<file path="config.mk">
export PLATFORM = sky130hd
export DESIGN_NAME = multi_keyword_char_matcher_core
export DESIGN_NICKNAME = d
export VERILOG_FILES = /design/src/rtl/kwm_pkg.sv /design/src/rtl/kwm_cell.sv /design/src/rtl/multi_keyword_char_matcher_core.sv
export SDC_FILE = /design/constraint.sdc
export NUM_CORES = 1
export LEC_CHECK = 0
export ABC_AREA = 1
export BUFFER_PORTS_ARGS = -buffer_cell sky130_fd_sc_hd__buf_2
export CAP_MARGIN = 30
export CELL_PAD_IN_SITES_DETAIL_PLACEMENT = 2
export CELL_PAD_IN_SITES_GLOBAL_PLACEMENT = 2
export CORE_MARGIN = 2
export CORE_UTILIZATION = 33
export DETAILED_ROUTE_END_ITERATION = 8
export PLACE_DENSITY_LB_ADDON = 0.1
export SETUP_SLACK_MARGIN = 0.05
export SYNTH_ARGS = -nofsm -noshare
export SYNTH_HDL_FRONTEND = slang
export SYNTH_SLANG_ARGS = --single-unit
export TNS_END_PERCENT = 1
</file>
<file path="constraint.sdc">
create_clock -name clk -period 3.2 [get_ports clk]
set_input_delay 0.64 -clock clk [delete_from_list [all_inputs] [get_ports clk]]
set_output_delay 0.64 -clock clk [all_outputs]
set_load 0.005 [all_outputs]
</file>
<file path="src/rtl/kwm_pkg.sv">
`timescale 1ns / 1ps
// ============================================================================
// kwm_pkg
// Shared types, constants and helper functions of the keyword matcher.
// ============================================================================
package kwm_pkg;

    // Number of keyword cells and bytes per keyword.
    localparam int PATTERNS   = 4;
    localparam int MAX_LEN    = 8;

    // Widths fixed by the register map and the result fields.
    localparam int PAT_W       = 64;
    localparam int CHAR_W      = 8;
    localparam int CFG_IDX_W   = 3;
    localparam int CFG_DATA_W  = 64;
    localparam int COUNT_W     = 3;
    localparam int FOUND_IDX_W = 2;

    // Widths derived from the array size.
    localparam int POS_W  = $clog2(MAX_LEN + 1);
    localparam int IDX_W  = (PATTERNS > 1) ? $clog2(PATTERNS) : 1;
    localparam int NUM_W  = $clog2(PATTERNS + 1) > COUNT_W + 1 ?
                            $clog2(PATTERNS + 1) : COUNT_W + 1;

    // Only the first four registers of the map hold keywords.
    localparam int PATTERN_REGS = 4;

    localparam logic [CHAR_W-1:0] CHAR_SPACE = 8'h20;
    localparam logic [CHAR_W-1:0] CHAR_NUL   = 8'h00;
    localparam logic [CHAR_W-1:0] CHAR_UP_A  = 8'h41;
    localparam logic [CHAR_W-1:0] CHAR_UP_Z  = 8'h5A;

    localparam logic REQ_CONSUME = 1'b0;
    localparam logic REQ_RESTART = 1'b1;

    typedef enum logic [CFG_IDX_W-1:0] {
        CFG_PATTERN_0     = 3'd0,
        CFG_PATTERN_1     = 3'd1,
        CFG_PATTERN_2     = 3'd2,
        CFG_PATTERN_3     = 3'd3,
        CFG_PATTERN_COUNT = 3'd4,
        CFG_SKIP_SPACES   = 3'd5,
        CFG_MATCH_MODE    = 3'd6
    } cfg_addr_t;

    typedef enum logic {
        MODE_PREFIX = 1'b0,
        MODE_SIMPLE = 1'b1
    } mode_t;

    // One character transaction as it travels down the row of cells, with
    // the partial result gathered so far.
    typedef struct packed {
        logic              restart;
        logic [CHAR_W-1:0] chr;
        logic              first;
        logic              start;
        logic              active;
        logic              found;
        logic [IDX_W-1:0]  idx;
    } item_t;

    // Byte at a keyword position; positions past the keyword storage read zero.
    function automatic logic [CHAR_W-1:0] kw_byte(
        input logic [PAT_W-1:0] pat,
        input logic [POS_W-1:0] pos
    );
        logic [CHAR_W-1:0] b;
        b = CHAR_NUL;
        for (int k = 0; k < MAX_LEN; k++) begin
            if (pos == POS_W'(k))
            begin
                b = pat[CHAR_W*k +: CHAR_W];
            end
        end
        return b;
    endfunction

endpackage

</file>
<file path="src/rtl/kwm_cell.sv">
`timescale 1ns / 1ps
// ============================================================================
// kwm_cell
// One keyword cell: holds a keyword and its match position, updates the
// position for each passing transaction and forwards it to the next cell.
// ============================================================================
module kwm_cell (
    input  logic                        clk,
    input  logic                        rst_n,
    input  logic                        adv,
    input  logic [kwm_pkg::IDX_W-1:0]   cell_idx,
    input  logic                        in_use,
    input  kwm_pkg::mode_t              mode,
    input  logic                        pat_write,
    input  logic [kwm_pkg::PAT_W-1:0]   pat_data,
    input  logic                        vld_i,
    input  kwm_pkg::item_t              item_i,
    output logic                        vld_o,
    output kwm_pkg::item_t              item_o
);
    import kwm_pkg::*;

    logic [PAT_W-1:0]  pattern_reg;
    logic [POS_W-1:0]  pos_reg;
    logic [POS_W-1:0]  pos_next;
    logic              vld_reg;
    item_t             item_reg;
    item_t             item_next;

    logic [CHAR_W-1:0] byte_cur;
    logic [CHAR_W-1:0] byte_first;
    logic [CHAR_W-1:0] byte_new;
    logic              hit;
    logic              live;
    logic              adv_hit;
    logic [POS_W-1:0]  pos_inc;

    assign byte_cur   = kw_byte(pattern_reg, pos_reg);
    assign byte_first = pattern_reg[CHAR_W-1:0];
    assign hit        = (byte_cur == item_i.chr);
    assign live       = in_use && (item_i.chr != CHAR_NUL);
    assign pos_inc    = pos_reg + POS_W'(1);

    always_comb
    begin
        pos_next = pos_reg;
        adv_hit  = 1'b0;
        if (item_i.restart)
        begin
            pos_next = '0;
        end
        else if (live)
        begin
            if (mode == MODE_PREFIX)
            begin
                if (item_i.first)
                begin
                    if (item_i.start && (byte_first == item_i.chr))
                    begin
                        pos_next = POS_W'(1);
                    end
                end
                else if (pos_reg != '0)
                begin
                    adv_hit  = hit;
                    pos_next = hit ? pos_inc : '0;
                end
            end
            else
            begin
                if (hit)
                begin
                    pos_next = pos_inc;
                end
                else if (byte_first == item_i.chr)
                begin
                    pos_next = POS_W'(1);
                end
                else
                begin
                    pos_next = '0;
                end
            end
        end
    end

    assign byte_new = kw_byte(pattern_reg, pos_next);

    always_comb
    begin
        item_next = item_i;
        if (!item_i.restart && in_use)
        begin
            if (mode == MODE_PREFIX)
            begin
                item_next.active = item_i.active | adv_hit;
            end
            else
            begin
                item_next.active = item_i.active | (pos_next != '0);
            end
            // The lowest-index hit wins, so an earlier cell's find is kept.
            if (!item_i.found && (pos_next != '0) && (byte_new == CHAR_NUL))
            begin
                item_next.found = 1'b1;
                item_next.idx   = cell_idx;
            end
        end
    end

    always_ff @(posedge clk or negedge rst_n)
    begin
        if (!rst_n)
        begin
            pattern_reg <= '0;
        end
        else if (pat_write)
        begin
            pattern_reg <= pat_data;
        end
    end

    always_ff @(posedge clk or negedge rst_n)
    begin
        if (!rst_n)
        begin
            pos_reg <= '0;
            vld_reg <= 1'b0;
        end
        else if (adv)
        begin
            vld_reg <= vld_i;
            if (vld_i)
            begin
                pos_reg <= pos_next;
            end
        end
    end

    always_ff @(posedge clk)
    begin
        if (adv)
        begin
            item_reg <= item_next;
        end
    end

    assign vld_o  = vld_reg;
    assign item_o = item_reg;

endmodule

</file>
<file path="src/rtl/multi_keyword_char_matcher_core.sv">
`timescale 1ns / 1ps
// A character passes through the register of every keyword cell in turn; the last cell's
// register drives result_valid, and the result is taken while result_ready is high.
// Throughput: one character per cycle; the row of cells advances as one pipeline and
// stalls only while the result in the last cell is not taken.
// Reset: keywords clear to zero, pattern_count to 0, skip_leading_spaces to 1,
// match_mode to prefix; all match positions clear and the matcher awaits a first character.
// ============================================================================
// multi_keyword_char_matcher_core
// Multi-keyword character matcher built as a row of keyword cells.
// ============================================================================
module multi_keyword_char_matcher_core (
    input  logic                               clk,
    input  logic                               rst_n,
    // Configuration write port.
    input  logic                               cfg_write,
    input  logic [kwm_pkg::CFG_IDX_W-1:0]      cfg_index,
    input  logic [kwm_pkg::CFG_DATA_W-1:0]     cfg_data,
    // Character channel.
    input  logic                               item_valid,
    output logic                               item_ready,
    input  logic                               req_type,
    input  logic [kwm_pkg::CHAR_W-1:0]         char_in,
    // Result channel.
    output logic                               result_valid,
    input  logic                               result_ready,
    output logic                               active,
    output logic                               found,
    output logic [kwm_pkg::FOUND_IDX_W-1:0]    found_index
);
    import kwm_pkg::*;

    // Global configuration. Keyword registers live inside their cells.
    logic [COUNT_W-1:0] count_reg;
    logic               skip_reg;
    mode_t              mode_reg;

    // Set after reset or a restart; cleared by the first character that
    // starts matching in prefix mode.
    logic               awaiting_first_reg;
    logic               awaiting_first_next;

    // The row advances as a whole whenever the last cell can hand its
    // transaction on, so an item can enter every cycle.
    logic               adv;
    logic               accept;

    logic [PATTERNS:0]  vld_chain;
    item_t              item_chain [PATTERNS+1];

    logic [CHAR_W-1:0]  chr_lc;
    logic               start_ok;
    logic               is_restart;

    assign adv        = !vld_chain[PATTERNS] || result_ready;
    assign item_ready = adv;
    assign accept     = item_valid && item_ready;

    // ------------------------------------------------------------------------
    // Configuration registers. The user must write these only while the block is idle; the block
    // itself does not enforce it, so the cells may read these directly.
    // ------------------------------------------------------------------------
    always_ff @(posedge clk or negedge rst_n)
    begin
        if (!rst_n)
        begin
            count_reg <= '0;
            skip_reg  <= 1'b1;
            mode_reg  <= MODE_PREFIX;
        end
        else if (cfg_write)
        begin
            unique case (cfg_index)
                CFG_PATTERN_COUNT: count_reg <= cfg_data[COUNT_W-1:0];
                CFG_SKIP_SPACES:   skip_reg  <= cfg_data[0];
                CFG_MATCH_MODE:    mode_reg  <= mode_t'(cfg_data[0]);
                default:
                begin
                    // Keyword indexes are decoded per cell; others are ignored.
                end
            endcase
        end
    end

    // ------------------------------------------------------------------------
    // Front end: lowercase in prefix mode, decide whether this character is
    // the first one and whether it may start keywords, then launch it into
    // the first cell.
    // ------------------------------------------------------------------------
    assign is_restart = (req_type == REQ_RESTART);

    always_comb
    begin
        chr_lc = char_in;
        if ((mode_reg == MODE_PREFIX) && (char_in >= CHAR_UP_A) && (char_in <= CHAR_UP_Z))
        begin
            chr_lc = char_in | CHAR_SPACE;
        end
    end

    // A leading space is swallowed only when skipping is enabled.
    assign start_ok = !skip_reg || (chr_lc != CHAR_SPACE);

    always_comb
    begin
        item_chain[0].restart = is_restart;
        item_chain[0].chr     = chr_lc;
        item_chain[0].first   = (mode_reg == MODE_PREFIX) && awaiting_first_reg;
        item_chain[0].start   = start_ok;
        // In prefix mode the first non-zero character always reports active,
        // whether or not any keyword starts on it.
        item_chain[0].active  = !is_restart && (mode_reg == MODE_PREFIX) &&
                                awaiting_first_reg && (chr_lc != CHAR_NUL);
        item_chain[0].found   = 1'b0;
        item_chain[0].idx     = '0;
    end

    assign vld_chain[0] = item_valid;

    always_comb
    begin
        awaiting_first_next = awaiting_first_reg;
        if (accept)
        begin
            if (is_restart)
            begin
                awaiting_first_next = 1'b1;
            end
            else if ((mode_reg == MODE_PREFIX) && awaiting_first_reg &&
                     (chr_lc != CHAR_NUL) && start_ok)
            begin
                awaiting_first_next = 1'b0;
            end
        end
    end

    always_ff @(posedge clk or negedge rst_n)
    begin
        if (!rst_n)
        begin
            awaiting_first_reg <= 1'b1;
        end
        else
        begin
            awaiting_first_reg <= awaiting_first_next;
        end
    end

    // ------------------------------------------------------------------------
    // Row of keyword cells. Each cell owns one keyword and its position; the
    // transaction and its partial result move one cell per cycle while the row advances.
    // ------------------------------------------------------------------------
    for (genvar u = 0; u < PATTERNS; u++)
    begin : g_cell
        logic in_use;
        logic pat_write;

        assign in_use = ({1'b0, count_reg} > NUM_W'(u));

        if (u < PATTERN_REGS)
        begin : g_wr
            assign pat_write = cfg_write &&
                               (cfg_index == CFG_IDX_W'(int'(CFG_PATTERN_0) + u));
        end
        else
        begin : g_nowr
            assign pat_write = 1'b0;
        end

        kwm_cell u_cell (
            .clk       (clk),
            .rst_n     (rst_n),
            .adv       (adv),
            .cell_idx  (IDX_W'(u)),
            .in_use    (in_use),
            .mode      (mode_reg),
            .pat_write (pat_write),
            .pat_data  (cfg_data[PAT_W-1:0]),
            .vld_i     (vld_chain[u]),
            .item_i    (item_chain[u]),
            .vld_o     (vld_chain[u+1]),
            .item_o    (item_chain[u+1])
        );
    end

    // The last cell's register is the output register.
    assign result_valid = vld_chain[PATTERNS];
    assign active       = item_chain[PATTERNS].active;
    assign found        = item_chain[PATTERNS].found;
    assign found_index  = FOUND_IDX_W'(item_chain[PATTERNS].idx);

`ifndef SYNTHESIS
    // A reported index without a find would mean a cell overwrote the index
    // of an empty result.
    a_index_needs_found: assert property (
        @(posedge clk) disable iff (!rst_n)
        result_valid && !found |-> (found_index == '0)
    ) else $error("found_index nonzero without found");

    // A printable first character in prefix mode must end the wait for the
    // first character.
    a_first_clears: assert property (
        @(posedge clk) disable iff (!rst_n)
        accept && (req_type == REQ_CONSUME) && (mode_reg == MODE_PREFIX) &&
        (char_in != CHAR_NUL) && (char_in != CHAR_SPACE)
        |=> !awaiting_first_reg
    ) else $error("awaiting_first not cleared by first character");

    // While the row is stalled no transaction may appear or vanish in it.
    a_stall_holds_row: assert property (
        @(posedge clk) disable iff (!rst_n)
        !adv |=> $stable(vld_chain[PATTERNS:1])
    ) else $error("cell row changed during a stall");

    // A restart always delivers an empty result at the same position in the
    // stream, so the row must not drop a transaction while it advances.
    a_advance_shifts: assert property (
        @(posedge clk) disable iff (!rst_n)
        adv |=> (vld_chain[1] == $past(item_valid))
    ) else $error("first cell did not capture the incoming transaction");
`endif

endmodule
</file>
==> out/results.tsv <==
metric	value	unit
Final ANT Viol Nets	0	
Post-Synthesis Cells	2685	
final WL	106000	um
clock tree from TritonCTS	built	
Peak Freq	232	MHz
yosys warns	0	
multiplexer share of the synthesized area	0	
fin. max-slew vios	0	
die area	61000	um2
Mapped Nets	2782	
Cells after DPL	3898	
worst hold margin	41.6	ps
RSZ-0062 raised after global routing	yes	
final setup skew	27.7	ps
Setup CP Type	reg -> reg	
clock latency on the worst-skew pair	590	ps
pwr dens	873	nW/um2
most frequent cells in the layout	682 x nand2_1, 433 x buf_4, 336 x inv_1, 334 x o21ai_0, 275 x dfrtp_1	
GPL Wtd Cong	0.956	
power consumption	23700	uW
XOR/XNOR Fraction of Synth Area	0.0126	
CP max stage cell	dfrtp_1	
number of synthesized register bits	328	
R2R setup slack	-1110	ps
hold_buf cts	0	
Multi-input gate area	10200	um2
I/O pin cnt	87	
first-pass GRT wire length	154000	um
critical path fanouts, max	8	
combinational fraction of design power	0.516	
Mapped Area	19500	um2
fin nets	3304	
vias per inst	5.36	
Die Wd	247	um
switching share of power	0.444	
adder-cell share of the synthesized area	0.0103	
Hold Crit Class	in -> async	
Total GRT Usage	0.345	
critical path startpoint category	flop	
count of non-filler cells in the finished layout	4015	
Starting Density	0.332	
Via Count	21500	
Setup crit end kind	flop	
Remaining DRCs	0	
CTS H-Tree Depth	2	
most common cell after layout, fill and taps aside	nand2_1	
register share of total power	0.259	
Core Footprint	58700	um2
Synth Area in Compound Gates	0.133	
vias in the first global route	23800	
Final setup violation count	16	
crit-path max cell delay	440	ps
initial antenna violation count	13	
layout cells sized above 1	0.311	
largest family of logic cells by synthesized area	simple AND/OR/NAND/NOR gates	
Tcrit/Tclk final	1.35	
most used cell, CP	nand2_2	
Worst Tran Pin Value	997	ps
hpwl dp	80700	um
sequential area share after synthesis	0.433	
Simple-Gate Fraction of Synth Area	0.309	
Critical Path RT	3650	ps
Area Growth Syn to Fin	39.2	%
initial drt markers	1399	
worst rel slew slack	0.335	
total CTS buffers	43	
largest net degree at the start of global routing	129	
max-cap viol count	0	
Clk pwr share	0.225	
max reg flops	256	
Root Driver	clkbuf_16	
filler instances	6663	
number of I/O port buffers	86	
Rows	89	
peak supply drop	0.000530	V
Min Clock Period, post-route	4310	ps
TritonRoute pass-1 iters	5	
post-DR wirelength/cell	26.3	um
total grt overflow	0	
worst endpoint data arrival time	4760	ps
Max clock buf depth	3	
Sequential cell area	8450	um2
CTS sink count	328	
status	finished, violations left	
Int Power	13200	uW
failing checks	negative setup slack	
Cell variety after synth	52	
clock slew at the register clock pins of the worst setup and hold paths	60	ps
DP Worst Slack	-1370	ps
net switching power	10500	uW
die height	247	um
Synth Area per Inst	7.26	um2
static leakage	0.0136	uW
Fin. Hold Viols	0	
setup ws final	-1110	ps
through the flow:
step | utilization | TNS [ps] | cell area [um2]
floorplan | - | 0 | 19600
global placement | 0.412 | -11040 | 24200
detailed placement | 0.412 | -13460 | 24200
CTS | 0.455 | -9190 | 26700
global route | 0.462 | -13350 | 27100
finish | 0.462 | -10530 | 27100
kinds of logic (layout without fill, tap and decap cells):
group           Yosys count  after routing
buf+inv                 492           1046
fa+ha+maj                16             16
xor+xnor                 28             28
simple gates           1328           1329
flops                   328            328
compound gates          493            493
other cells               0              2
final cells by class:
type	instances	area share
multi-input combinational	1866	0.375
antenna	2	0.000185
timing repair buffer	567	0.165
sequential	328	0.311
inverter	401	0.0570
clock buffer	61	0.0471
tap	773	0.0357
clock inverter	17	0.00904
worst paths after layout:
path,start,endpoint,cells after the start
min in group clk,result_ready,g_cell[1].u_cell.vld_o,4
max in group asynchronous,rst_n,g_cell[2].u_cell.pos_reg[0],2
setup / recovery,g_cell[0].u_cell.pos_reg[1],g_cell[0].u_cell.item_o[2],31
hold reg to reg,g_cell[0].u_cell.pattern_reg[48],g_cell[0].u_cell.pattern_reg[48],2
setup reg to reg,g_cell[0].u_cell.pos_reg[1],g_cell[0].u_cell.item_o[2],31
hold / removal,rst_n,g_cell[0].u_cell.pattern_reg[47],1
worst max-delay path: cells and delay by family (launching register included):
family	cells	cell delay (ps)
buffers and inverters	5	680
and+or+nand+nor	24	2730
DFF	1	440
adders and majority gates	1	170
AOI/OAI and AO/OA	1	130
routing by layer:
| layer | up-vias | global-route usage | wire, um | share of wire |
|---|---|---|---|---|
| met3 | 213 | 0.0289 | 3390 | 0.032 |
| met5 | - | 0 | 0 | 0 |
| li1 | 9724 | - | - | - |
| met2 | 530 | 0.613 | 52800 | 0.50 |
| met1 | 11000 | 0.411 | 42600 | 0.40 |
| met4 | 0 | 0.187 | 6750 | 0.064 |
timing repair:
item / CTS / global route
gates cloned: 2 / 0
endpoints found under the setup margin: 20 / 23
gates resized for setup: 193 / 96
pin swaps: 65 / 58
setup buffers: 29 / 8
power by group through the flow:
| stage | clock network, uW | registers [uW] | logic, uW |
|---|---|---|---|
| 2_1_floorplan | 0 | 5880 | 5270 |
| 3_3_place_gp | 0 | 6090 | 10200 |
| 3_5_place_dp | 0 | 6140 | 10700 |
| 4_1_cts | 5400 | 6100 | 11700 |
| 5_1_grt | 5560 | 6220 | 13100 |
| 6_report | 5330 | 6130 | 12200 |
synthesized netlist by cell type, drive strengths merged:
cell type,count,area share
o211ai,10,0.0039
o21bai,3,0.0013
dfrtp,280,0.36
a31oi,5,0.0016
clkinv,5,0.00096
inv,396,0.077
clkbuf,61,0.012
o21ai,380,0.099
and3b,2,0.00090
nor3,25,0.0081
edfxtp,46,0.071
buf,30,0.012
o31ai,3,0.0012
o41ai,3,0.0013
a2bb2oi,2,0.00090
nand4,79,0.025
a211oi,1,0.00039
a31o,1,0.00045
or2,52,0.017
nand2,787,0.16
xor2,21,0.0094
and3,1,0.00032
nor2,148,0.036
nand3b,11,0.0042
dfstp,2,0.0027
a32oi,1,0.00045
ha,16,0.010
nand3,206,0.056
a21oi,84,0.023
nor4,17,0.0055
xnor2,7,0.0031
Power figures use the tool's default switching activity.
